--- src/design/pcx_rle_line_decoder_defines.svh ---
// Assertion macros used by the PCX run-length decoder sequencer.
`ifndef PCX_RLE_LINE_DECODER_DEFINES_SVH
`define PCX_RLE_LINE_DECODER_DEFINES_SVH

// Checks that the consequent holds in the same cycle as the antecedent.
`define PCXRLE_ASSERT_SAME(lbl, ante, cons, msg) \
    lbl: assert property (@(posedge aclk) disable iff (!aresetn) (ante) |-> (cons)) \
        else $error(msg);

// Checks that the consequent holds in the cycle after the antecedent.
`define PCXRLE_ASSERT_NEXT(lbl, ante, cons, msg) \
    lbl: assert property (@(posedge aclk) disable iff (!aresetn) (ante) |=> (cons)) \
        else $error(msg);

`endif

--- src/design/pcxrle_pkg.sv ---
// Shared types and constants of the PCX run-length decoder.
`default_nettype none

package pcxrle_pkg;

    localparam int BYTE_BITS     = 8;
    localparam int RUN_BITS      = 6;
    localparam int COL_BITS      = 15;
    localparam int LINE_BITS     = 16;
    localparam int CFG_IDX_BITS  = 2;
    localparam int CFG_DATA_BITS = 16;

    // A byte at or above this mark is a repeat count.
    localparam logic [BYTE_BITS-1:0] COUNT_MARK = 8'hC0;

    // Configuration register indexes.
    localparam logic [CFG_IDX_BITS-1:0] CFG_LINE_BYTES    = 2'd0;
    localparam logic [CFG_IDX_BITS-1:0] CFG_VISIBLE_WIDTH = 2'd1;
    localparam logic [CFG_IDX_BITS-1:0] CFG_LINE_COUNT    = 2'd2;

    // Sequencer states.
    typedef enum logic [2:0] {
        ST_IDLE  = 3'b001,
        ST_RUN   = 3'b010,
        ST_FLUSH = 3'b100
    } seq_state_t;

    // Commands to the position unit.
    typedef struct packed {
        logic clear;
        logic step;
    } place_ctrl_t;

    // Status of the position unit for the current position.
    typedef struct packed {
        logic visible;
        logic image_end;
        logic fin;
        logic done;
    } place_stat_t;

endpackage

`default_nettype wire

--- src/design/pcxrle_place.sv ---
// Position unit: column and line counters that place one decoded byte per step.
`default_nettype none

module pcxrle_place (
    input  wire logic                               aclk,
    input  wire logic                               aresetn,
    input  wire logic [pcxrle_pkg::COL_BITS-1:0]    line_bytes,
    input  wire logic [pcxrle_pkg::COL_BITS-1:0]    visible_width,
    input  wire logic [pcxrle_pkg::LINE_BITS-1:0]   line_count,
    input  wire pcxrle_pkg::place_ctrl_t            ctrl,
    output pcxrle_pkg::place_stat_t                 stat
);
    import pcxrle_pkg::*;

    logic [COL_BITS-1:0]  col_reg;
    logic [COL_BITS-1:0]  col_next;
    logic [LINE_BITS-1:0] line_reg;
    logic [LINE_BITS-1:0] line_next;
    logic                 done_reg;
    logic                 done_next;

    logic [COL_BITS-1:0]  lb_eff;
    logic [COL_BITS-1:0]  vw_eff;
    logic [LINE_BITS-1:0] lc_eff;
    logic [COL_BITS-1:0]  last_vis;
    logic                 last_line;
    logic                 line_end;
    logic                 visible;

    // A register written as zero behaves as one.
    assign lb_eff = (line_bytes == '0) ? COL_BITS'(1) : line_bytes;
    assign vw_eff = (visible_width == '0) ? COL_BITS'(1) : visible_width;
    assign lc_eff = (line_count == '0) ? LINE_BITS'(1) : line_count;

    // Last visible column is the smaller of the two widths, less one.
    assign last_vis  = ((vw_eff < lb_eff) ? vw_eff : lb_eff) - COL_BITS'(1);
    assign last_line = ({1'b0, line_reg} + (LINE_BITS+1)'(1)) >= {1'b0, lc_eff};
    assign line_end  = ({1'b0, col_reg} + (COL_BITS+1)'(1)) >= {1'b0, lb_eff};
    assign visible   = col_reg < vw_eff;

    assign stat.visible   = visible;
    assign stat.image_end = visible && last_line && (col_reg == last_vis);
    assign stat.fin       = line_end && last_line;
    assign stat.done      = done_reg;

    // Clear the position, or advance one position, wrapping the column at the line length.
    always_comb begin
        col_next  = col_reg;
        line_next = line_reg;
        done_next = done_reg;
        if (ctrl.clear) begin
            col_next  = '0;
            line_next = '0;
            done_next = 1'b0;
        end else if (ctrl.step) begin
            if (line_end) begin
                col_next = '0;
                if (last_line) begin
                    done_next = 1'b1;
                    line_next = '0;
                end else begin
                    line_next = line_reg + LINE_BITS'(1);
                end
            end else begin
                col_next = col_reg + COL_BITS'(1);
            end
        end
    end

    always_ff @(posedge aclk) begin
        if (!aresetn) begin
            col_reg  <= '0;
            line_reg <= '0;
            done_reg <= 1'b0;
        end else begin
            col_reg  <= col_next;
            line_reg <= line_next;
            done_reg <= done_next;
        end
    end

endmodule

`default_nettype wire

--- src/design/pcxrle_ctrl.sv ---
// Sequencer: run state, repeat counter, held result and output register.
`default_nettype none
`include "pcx_rle_line_decoder_defines.svh"

module pcxrle_ctrl (
    input  wire logic                               aclk,
    input  wire logic                               aresetn,
    input  wire logic                               s_tvalid,
    output logic                                    s_tready,
    input  wire logic [pcxrle_pkg::BYTE_BITS-1:0]   s_tdata,
    input  wire logic                               s_tuser,
    output logic                                    m_tvalid,
    input  wire logic                               m_tready,
    output logic [pcxrle_pkg::BYTE_BITS-1:0]        m_tdata,
    output logic                                    m_tlast,
    output logic                                    m_tuser,
    output pcxrle_pkg::place_ctrl_t                 place_ctrl,
    input  wire pcxrle_pkg::place_stat_t            place_stat
);
    import pcxrle_pkg::*;

    seq_state_t            state_reg, state_next;
    logic                  awaiting_reg, awaiting_next;
    logic [RUN_BITS-1:0]   run_len_reg, run_len_next;
    logic [RUN_BITS-1:0]   rep_cnt_reg, rep_cnt_next;
    logic [BYTE_BITS-1:0]  value_reg, value_next;

    logic                  pend_vld_reg, pend_vld_next;
    logic [BYTE_BITS-1:0]  pend_pix_reg, pend_pix_next;
    logic                  pend_end_reg, pend_end_next;

    logic                  out_vld_reg, out_vld_next;
    logic [BYTE_BITS-1:0]  out_pix_reg, out_pix_next;
    logic                  out_last_reg, out_last_next;
    logic                  out_end_reg, out_end_next;

    logic                  accept;
    logic                  out_free;
    logic                  awaiting_eff;
    logic [RUN_BITS-1:0]   run_len_eff;
    logic                  done_eff;

    assign s_tready = (state_reg == ST_IDLE);
    assign accept   = s_tvalid && s_tready;
    assign out_free = !out_vld_reg || m_tready;

    // A frame start clears run state before the byte is looked at.
    assign awaiting_eff = s_tuser ? 1'b0 : awaiting_reg;
    assign run_len_eff  = s_tuser ? '0 : run_len_reg;
    assign done_eff     = s_tuser ? 1'b0 : place_stat.done;

    assign place_ctrl.clear = accept && s_tuser;
    assign place_ctrl.step  = (state_reg == ST_RUN) && out_free;

    assign m_tvalid = out_vld_reg;
    assign m_tdata  = out_pix_reg;
    assign m_tlast  = out_last_reg;
    assign m_tuser  = out_end_reg;

    // Sequencer: decode a request, then step the position unit once per pixel.
    always_comb begin
        state_next    = state_reg;
        awaiting_next = awaiting_reg;
        run_len_next  = run_len_reg;
        rep_cnt_next  = rep_cnt_reg;
        value_next    = value_reg;
        pend_vld_next = pend_vld_reg;
        pend_pix_next = pend_pix_reg;
        pend_end_next = pend_end_reg;
        out_vld_next  = out_vld_reg && !m_tready;
        out_pix_next  = out_pix_reg;
        out_last_next = out_last_reg;
        out_end_next  = out_end_reg;

        case (state_reg)
            ST_IDLE: begin
                if (accept) begin
                    awaiting_next = awaiting_eff;
                    run_len_next  = run_len_eff;
                    if (done_eff) begin
                        // Image complete: the byte is dropped.
                    end else if (awaiting_eff) begin
                        awaiting_next = 1'b0;
                        run_len_next  = '0;
                        value_next    = s_tdata;
                        rep_cnt_next  = run_len_eff;
                        if (run_len_eff != '0) begin
                            state_next = ST_RUN;
                        end
                    end else if (s_tdata >= COUNT_MARK) begin
                        awaiting_next = 1'b1;
                        run_len_next  = s_tdata[RUN_BITS-1:0];
                    end else begin
                        value_next   = s_tdata;
                        rep_cnt_next = RUN_BITS'(1);
                        state_next   = ST_RUN;
                    end
                end
            end
            ST_RUN: begin
                if (out_free) begin
                    // A new visible pixel pushes the held one out as not last.
                    if (place_stat.visible) begin
                        if (pend_vld_reg) begin
                            out_vld_next  = 1'b1;
                            out_pix_next  = pend_pix_reg;
                            out_last_next = 1'b0;
                            out_end_next  = pend_end_reg;
                        end
                        pend_vld_next = 1'b1;
                        pend_pix_next = value_reg;
                        pend_end_next = place_stat.image_end;
                    end
                    rep_cnt_next = rep_cnt_reg - RUN_BITS'(1);
                    if (rep_cnt_reg == RUN_BITS'(1) || place_stat.fin) begin
                        state_next = ST_FLUSH;
                    end
                end
            end
            ST_FLUSH: begin
                // The held pixel is the last result of this request.
                if (!pend_vld_reg) begin
                    state_next = ST_IDLE;
                end else if (out_free) begin
                    out_vld_next  = 1'b1;
                    out_pix_next  = pend_pix_reg;
                    out_last_next = 1'b1;
                    out_end_next  = pend_end_reg;
                    pend_vld_next = 1'b0;
                    state_next    = ST_IDLE;
                end
            end
            default: begin
                state_next = ST_IDLE;
            end
        endcase
    end

    // Control state.
    always_ff @(posedge aclk) begin
        if (!aresetn) begin
            state_reg    <= ST_IDLE;
            awaiting_reg <= 1'b0;
            run_len_reg  <= '0;
            rep_cnt_reg  <= '0;
            pend_vld_reg <= 1'b0;
            out_vld_reg  <= 1'b0;
        end else begin
            state_reg    <= state_next;
            awaiting_reg <= awaiting_next;
            run_len_reg  <= run_len_next;
            rep_cnt_reg  <= rep_cnt_next;
            pend_vld_reg <= pend_vld_next;
            out_vld_reg  <= out_vld_next;
        end
    end

    // Payload registers.
    always_ff @(posedge aclk) begin
        value_reg    <= value_next;
        pend_pix_reg <= pend_pix_next;
        pend_end_reg <= pend_end_next;
        out_pix_reg  <= out_pix_next;
        out_last_reg <= out_last_next;
        out_end_reg  <= out_end_next;
    end

    `PCXRLE_ASSERT_SAME(a_run_cnt_live, state_reg == ST_RUN, rep_cnt_reg != '0, "run with zero count")
    `PCXRLE_ASSERT_SAME(a_idle_no_pend, state_reg == ST_IDLE, !pend_vld_reg, "held pixel in idle")
    `PCXRLE_ASSERT_NEXT(a_idle_no_push, state_reg == ST_IDLE && !out_vld_reg, !out_vld_reg, "push from idle")
    `PCXRLE_ASSERT_SAME(a_end_is_last, out_vld_reg && out_end_reg, out_last_reg, "image end not last")

endmodule

`default_nettype wire

--- src/design/pcx_rle_line_decoder.sv ---
// Top level of the PCX run-length decoder: configuration registers and unit wiring.
`default_nettype none

// Decodes a PCX run-length byte stream, one encoded byte per request, into the
// visible pixel bytes of each scan line; line padding and anything past the last
// line are dropped, and s_tuser restarts a frame. A count byte is only stored.
// Literal bytes and runs are placed by a single position unit, one decoded byte
// per cycle while the output is not stalled, and each result is held one step
// so that its last flag can be set; input is not taken while a byte is being
// placed. A stalled output holds the position unit. Configuration writes are
// taken at any time but belong between frames.
module pcx_rle_line_decoder (
    input  wire logic                                 aclk,
    input  wire logic                                 aresetn,
    // tdata: encoded_byte[7:0]
    input  wire logic                                 s_tvalid,
    output logic                                      s_tready,
    input  wire logic [pcxrle_pkg::BYTE_BITS-1:0]     s_tdata,
    // tuser: frame_start[0]
    input  wire logic                                 s_tuser,
    // tdata: pixel[7:0]
    output logic                                      m_tvalid,
    input  wire logic                                 m_tready,
    output logic [pcxrle_pkg::BYTE_BITS-1:0]          m_tdata,
    output logic                                      m_tlast,
    // tuser: image_end[0]
    output logic                                      m_tuser,
    input  wire logic                                 cfg_valid,
    output logic                                      cfg_ready,
    input  wire logic [pcxrle_pkg::CFG_IDX_BITS-1:0]  cfg_index,
    input  wire logic [pcxrle_pkg::CFG_DATA_BITS-1:0] cfg_data
);
    import pcxrle_pkg::*;

    logic [COL_BITS-1:0]  line_bytes_reg;
    logic [COL_BITS-1:0]  visible_width_reg;
    logic [LINE_BITS-1:0] line_count_reg;

    place_ctrl_t          place_ctrl;
    place_stat_t          place_stat;

    assign cfg_ready = 1'b1;

    // Configuration registers; an index beyond the list is ignored.
    always_ff @(posedge aclk) begin
        if (!aresetn) begin
            line_bytes_reg    <= COL_BITS'(1);
            visible_width_reg <= COL_BITS'(1);
            line_count_reg    <= LINE_BITS'(1);
        end else if (cfg_valid && cfg_ready) begin
            case (cfg_index)
                CFG_LINE_BYTES:    line_bytes_reg    <= cfg_data[COL_BITS-1:0];
                CFG_VISIBLE_WIDTH: visible_width_reg <= cfg_data[COL_BITS-1:0];
                CFG_LINE_COUNT:    line_count_reg    <= cfg_data[LINE_BITS-1:0];
                default: begin
                end
            endcase
        end
    end

    pcxrle_place u_place (
        .aclk          (aclk),
        .aresetn       (aresetn),
        .line_bytes    (line_bytes_reg),
        .visible_width (visible_width_reg),
        .line_count    (line_count_reg),
        .ctrl          (place_ctrl),
        .stat          (place_stat)
    );

    pcxrle_ctrl u_ctrl (
        .aclk       (aclk),
        .aresetn    (aresetn),
        .s_tvalid   (s_tvalid),
        .s_tready   (s_tready),
        .s_tdata    (s_tdata),
        .s_tuser    (s_tuser),
        .m_tvalid   (m_tvalid),
        .m_tready   (m_tready),
        .m_tdata    (m_tdata),
        .m_tlast    (m_tlast),
        .m_tuser    (m_tuser),
        .place_ctrl (place_ctrl),
        .place_stat (place_stat)
    );

endmodule

`default_nettype wire
--- config.mk ---
export PLATFORM = sky130hd
export DESIGN_NAME = pcx_rle_line_decoder
export DESIGN_NICKNAME = d
export VERILOG_FILES = /design/src/design/pcxrle_pkg.sv /design/src/design/pcxrle_place.sv /design/src/design/pcxrle_ctrl.sv /design/src/design/pcx_rle_line_decoder.sv
export VERILOG_INCLUDE_DIRS = /design/src /design/src/design
export SDC_FILE = /design/constraint.sdc
export NUM_CORES = 1
export LEC_CHECK = 0
export BUFFER_PORTS_ARGS = -buffer_cell sky130_fd_sc_hd__buf_2
export CORE_MARGIN = 3
export CORE_UTILIZATION = 24
export CTS_CLUSTER_DIAMETER = 150
export DETAILED_ROUTE_END_ITERATION = 16
export GPL_TIMING_DRIVEN = 0
export SYNTH_ARGS = -nofsm -noshare
export SYNTH_HDL_FRONTEND = slang
export SYNTH_SLANG_ARGS = --single-unit
--- constraint.sdc ---
create_clock -name aclk -period 4.2 [get_ports aclk]
set_input_delay 0.63 -clock aclk [delete_from_list [all_inputs] [get_ports aclk]]
set_output_delay 0.63 -clock aclk [all_outputs]
set_load 0.05 [all_outputs]
* Word-level counts from Yosys, hierarchy flattened
Index checks and enable logic that the tools add are counted.
Word-level totals: ROM bits 0, memories 0, bits in registers 123, output and inout port bits 13, word-level logic and storage cells 143, bits in writable memories 0, bits in latches 0
Cells by class: reductions and logical operators 31, bitwise gates (word level) 2, multipliers 0, divide/modulo/power cells 0, order comparisons 5, $add $sub $neg 6, equal/unequal tests 19, muxes and demuxes 62, shifts and indexed selects 0
Operators by type and width (number):
- $mux W15 | 4
- $mux W8 | 7
- $mux W6 | 9
- $mux W16 | 2
- $logic_not A15 Y1 | 2
- $lt A15 B15 Y1 | 2
- $mux W3 | 9
- $mux W1 | 24
- $add A16 B1 Y17 const B | 1
- $ge A17 B16 Y1 | 1
- $add A15 B1 Y16 const B | 1
- $add A16 B1 Y16 const B | 1
- $ge A16 B15 Y1 | 1
- $logic_not A16 Y1 | 1
- $pmux W8 S2 | 1
- $add A15 B1 Y15 const B | 1
- $eq A15 B15 Y1 | 1
- $sub A15 B1 Y15 const B | 1
- $pmux W6 S2 | 1
- $ne A2 B1 Y1 const B | 5
- $reduce_and A2 Y1 | 5
- $ne A3 B3 Y1 const B | 3
- $pmux W3 S3 | 1
- $reduce_and A3 Y1 | 3
- 22 further kinds | 38

* Depth between registers and ports, before layout
depth after elaboration 8, mapped depth 18

* Cells and area by module
From an unflattened synthesis, not the netlist that was laid out.
Second synthesis, totals: cells, all modules 919, area, all modules 8100.3 sq um
Modules (own cells, without submodules):
- pcxrle_place | sequential area each 640.6 sq um, cells an instance 581, times used 1, area each 4384.2 sq um
- pcxrle_ctrl | sequential area each 1171.1 sq um, cells an instance 166, times used 1, area each 1934.4 sq um
- pcx_rle_line_decoder | sequential area each 920.9 sq um, cells an instance 172, times used 1, area each 1781.7 sq um

* Worst setup path after synthesis
Ideal clock, no wire load.
kind register to register, from register u_place.line_reg[0], to register u_place.line_reg[10], path slack 469 ps, path buffers 1, setup time 70 ps, cell stages (with the launch flop) 17, clock period less this slack 3731 ps, data arrival time 3661 ps, cells stage by stage dfxtp_1 -> ha_1 -> and3_1 -> nand3_1 -> or2_2 -> xnor2_1 -> ha_1 -> a21o_1 -> a21oi_1 -> nor2b_1 -> a2111oi_0 -> o211ai_1 -> a21o_1 -> nor2_1 -> clkbuf_1 -> nand4_1 -> a21oi_1
Between the ends: cells in the longest elaborated chain, start to end 3, elaborated cells on any way between the ends 4, classes of those cells add/sub: 2; order compare: 1; mux: 1
Ends and longest elaborated chain:
- from (decl) | line pcxrle_place.sv:17 | logic [LINE_BITS-1:0] line_reg;
- from (signal assigned) | line pcxrle_place.sv:77 | line_reg <= line_next;
- $add A16 B1 Y17 | line pcxrle_place.sv:37 | assign last_line = ({1'b0, line_reg} + (LINE_BITS+1)'(1)) >= {1'b0, lc_eff};
- $ge A17 B16 Y1 | line pcxrle_place.sv:37
- $mux W16 * | line pcxrle_place.sv:58 | if (last_line) begin
Mark *: on every way between the ends. The rest lies on a longest branch, timed or not. A chain may end at the register's enable or synchronous reset.

* Final worst setup path
from register u_place.col_reg[0], to register u_ctrl.state_reg[2]
Between the ends: cells in the longest elaborated chain, start to end 6
Ends and longest elaborated chain:
- from (decl) | line pcxrle_place.sv:15 | logic [COL_BITS-1:0] col_reg;
- from (signal assigned) | line pcxrle_place.sv:76 | col_reg <= col_next;
- $add A15 B1 Y16 | line pcxrle_place.sv:38 | assign line_end = ({1'b0, col_reg} + (COL_BITS+1)'(1)) >= {1'b0, lb_eff};
- $ge A16 B15 Y1 | line pcxrle_place.sv:38
- $logic_and A1 B1 Y1 | line pcxrle_place.sv:43 | assign stat.fin = line_end && last_line;
- $logic_or A1 B1 Y1 | line pcxrle_ctrl.sv:115 | if (rep_cnt_reg == RUN_BITS'(1) || place_stat.fin) begin
- $ne A2 B2 Y1 (no line)
- $reduce_and A7 Y1 (no line)
- to (signal assigned) | line pcxrle_ctrl.sv:149 | state_reg <= state_next;
- to (decl) | line pcxrle_ctrl.sv:22 | seq_state_t state_reg, state_next;
No other way between the ends.

==> results.cfg <==
[run_status]
status = finished clean

[synthesis]
ys_ff_latch = 123
synth_warnings = 0
ys.flop_type = dfxtp_1
yosys.area_share.xor_xnor_pct = 5.93
async_reset_ff_share_pct = 0
synth-simple-area-share_pct = 21.3
synth-edff-count = 27
synth_fa_ha_area_share_pct = 10.2
synth_compound_area_share_pct = 19.6
seq_area_frac_synth_pct = 34.9
ys_types = 71
syn_area_mm2 = 0.00783
syn_nets = 1020
avgSynthCellArea_um2 = 8.47
muxShareOfSynthArea_pct = 2.48
synthCells = 924
synth_top_family_by_area = simple AND/OR/NAND/NOR gates

[finish]
antenna_cells = 0
multi_input_comb_area_mm2 = 0.00481
seqCellArea_mm2 = 0.00277
drive_above_1_share_pct = 16.0
nNetsFinal = 1084
areaGrowthSynthToFinish_pct = 19.9
mostFrequentLayoutCell = nand2_1
n_fill_cell = 3456
layout_common_cells = nand2_1, dfxtp_1, ha_1

[global_routing]
grt_max_degree = 17
overflow = 0
antenna_found_initial = 0
grt_pass1_wl_um = 36000
grt_use_total_pct = 12.6
grt_pass1_vias = 6844

[floorplanning]
die_h_um = 187
fp.coreArea_mm2 = 0.0319
die_w_um = 187
die-area_mm2 = 0.0348
initial_core_util_pct = 24.5
rows = 65
io_pins = 45

[clocking]
htreeDepth = 4
cts_buffers = 17
cts_tree = done
cts.sinks = 123
root_buffer = clkbuf_16
clk_path_buf_depth = 2
clk_pin_slew_ns = 0.06
clkLatencyLatePin_ns = 0.44

[drt]
vias_per_cell = 4.78
vias = 6871
antenna_left = 0
wl_per_cell_um = 15.2
drt-initial-drc-count = 418
dr.pass1.iters = 5
drt-total-wl_um = 21800
drc = 0

[timing]
rsz0062_at_grt = no
finalClockSkew_ns = 0.0195
drv_slew = 0
fin_setup_tns_ns = 0
relSlewSlack_pct = 31.3
hold_violations = 0
max_freq_mhz = 251
setup_violations = 0
fin_crit_sh_pct = 94.8
fin_crit_ns = 3.98
tightest_slew_ns = 1.03

[power_and_ir_drop]
ir_drop_mv = 0.287
p_per_area_mw_per_mm2 = 401
total_power_w = 0.00376
power.leakage_nw = 3.48

[worst_setup_path]
critPathKind = reg -> reg
crit_required_ns = 4.51
worstPathMaxFanout = 10
cp-start-kind = flop
endpoint_kind = flop
cp.arrival_ns = 4.29

[placed_design]
dp_hpwl_um = 16800
portBuffers = 43
gp_congestion = 0.854

[run]
cap_violations = 0

[min_path]
hold_class = in -> reg
final cells by class:
| class | instances | share of cell area [%] |
|---|---|---|
| repair buffers | 46 | 2.53 |
| inverters | 53 | 2.12 |
| plain buffers | 57 | 2.67 |
| well taps | 435 | 5.80 |
| clock buffers | 17 | 4.54 |
| flip-flops and latches | 123 | 29.5 |
| multi-input cells | 690 | 51.2 |
| clock inverters | 15 | 1.61 |
final timing paths:
path | cells after the start | startpoint | to | slack [ns]
worst min-delay path | 1 | s_tdata[4] | u_ctrl.value_reg[4] | 0.40
worst max-delay path | 16 | u_place.col_reg[0] | u_ctrl.state_reg[2] | 0.22
worst min register to register | 0 | u_ctrl.value_reg[6] | u_ctrl.pend_pix_reg[6] | 0.42
worst max register to register | 16 | u_place.col_reg[0] | u_ctrl.state_reg[2] | 0.22
cell families (layout without fill, tap and decap cells):
group	after synthesis	after routing
AOI/OAI and AO/OA	223	223
xor gates and xnor gates	53	53
adders and majority gates	64	64
buffers and inverters	111	188
DFF	123	123
muxes	19	19
other	1	1
and+or+nand+nor	330	330
power breakdown:
part,total [W],internal [W],switching (W),leakage (nW)
registers,0.00138,0.00131,0.0000745,1.04
clock network,0.00144,0.000788,0.000654,0.271
logic,0.000933,0.000350,0.000584,2.17
total,0.00376,0.00244,0.00131,3.48
stage by stage:
stage / std cells / utilization [%] / hold WS (ns) / cell area [um^2] / setup slack, ns
after floorplan: 924 / - / 0.400 / 7830 / 0.469
after global placement: 1402 / 26.9 / 0.401 / 8580 / -0.609
after detailed placement: 1402 / 26.9 / 0.405 / 8580 / -0.592
after CTS: 1436 / 29.0 / 0.385 / 9250 / 0.0185
after global routing: 1436 / 29.4 / 0.389 / 9380 / 0.00465
final: 1436 / 29.4 / 0.396 / 9380 / 0.219
Yosys cell counts, types with 23 or more instances:
master | n | area, um^2
nand2_1 | 136 | 510
dfxtp_1 | 96 | 1920
ha_1 | 64 | 801
a21oi_1 | 52 | 260
clkbuf_1 | 52 | 195
inv_1 | 52 | 195
a21boi_0 | 44 | 330
nor2_1 | 36 | 135
xnor2_1 | 36 | 315
o21ai_0 | 29 | 145
edfxtp_1 | 27 | 811
nand4_1 | 27 | 169
nand3_1 | 23 | 115
critical path: stages, from the launching register on:
cell and delay [ns]:
dfxtp_2 0.44, ha_1 0.26, and3_1 0.25, and3_2 0.24, and3_1 0.26, and3_2 0.27
xor2_1 0.16, ha_1 0.27, a21o_1 0.17, a21oi_1 0.13, o21ai_0 0.12, a21oi_1 0.17
o21ai_2 0.12, a221o_1 0.38, buf_2 0.20, o2bb2ai_1 0.19, o221a_1 0.25
metal layers:
| metal | up-vias | routed length [um] | track usage, % |
|---|---|---|---|
| li1 | 3446 | - | - |
| met1 | 3250 | 10200 | 16.5 |
| met5 | - | 0 | 0 |
| met2 | 144 | 10400 | 21.5 |
| met4 | 0 | 419 | 3.90 |
| met3 | 31 | 718 | 1.99 |
timing repair:
action                                  4_1_cts  5_1_grt
gates resized for setup                      22       59
hold buffers                                  0        0
cloned                                        0        0
endpoints found under the setup margin       34       35
buffers inserted                              2        1
pin swaps                                     2        5
Power figures use the tool's default switching activity.
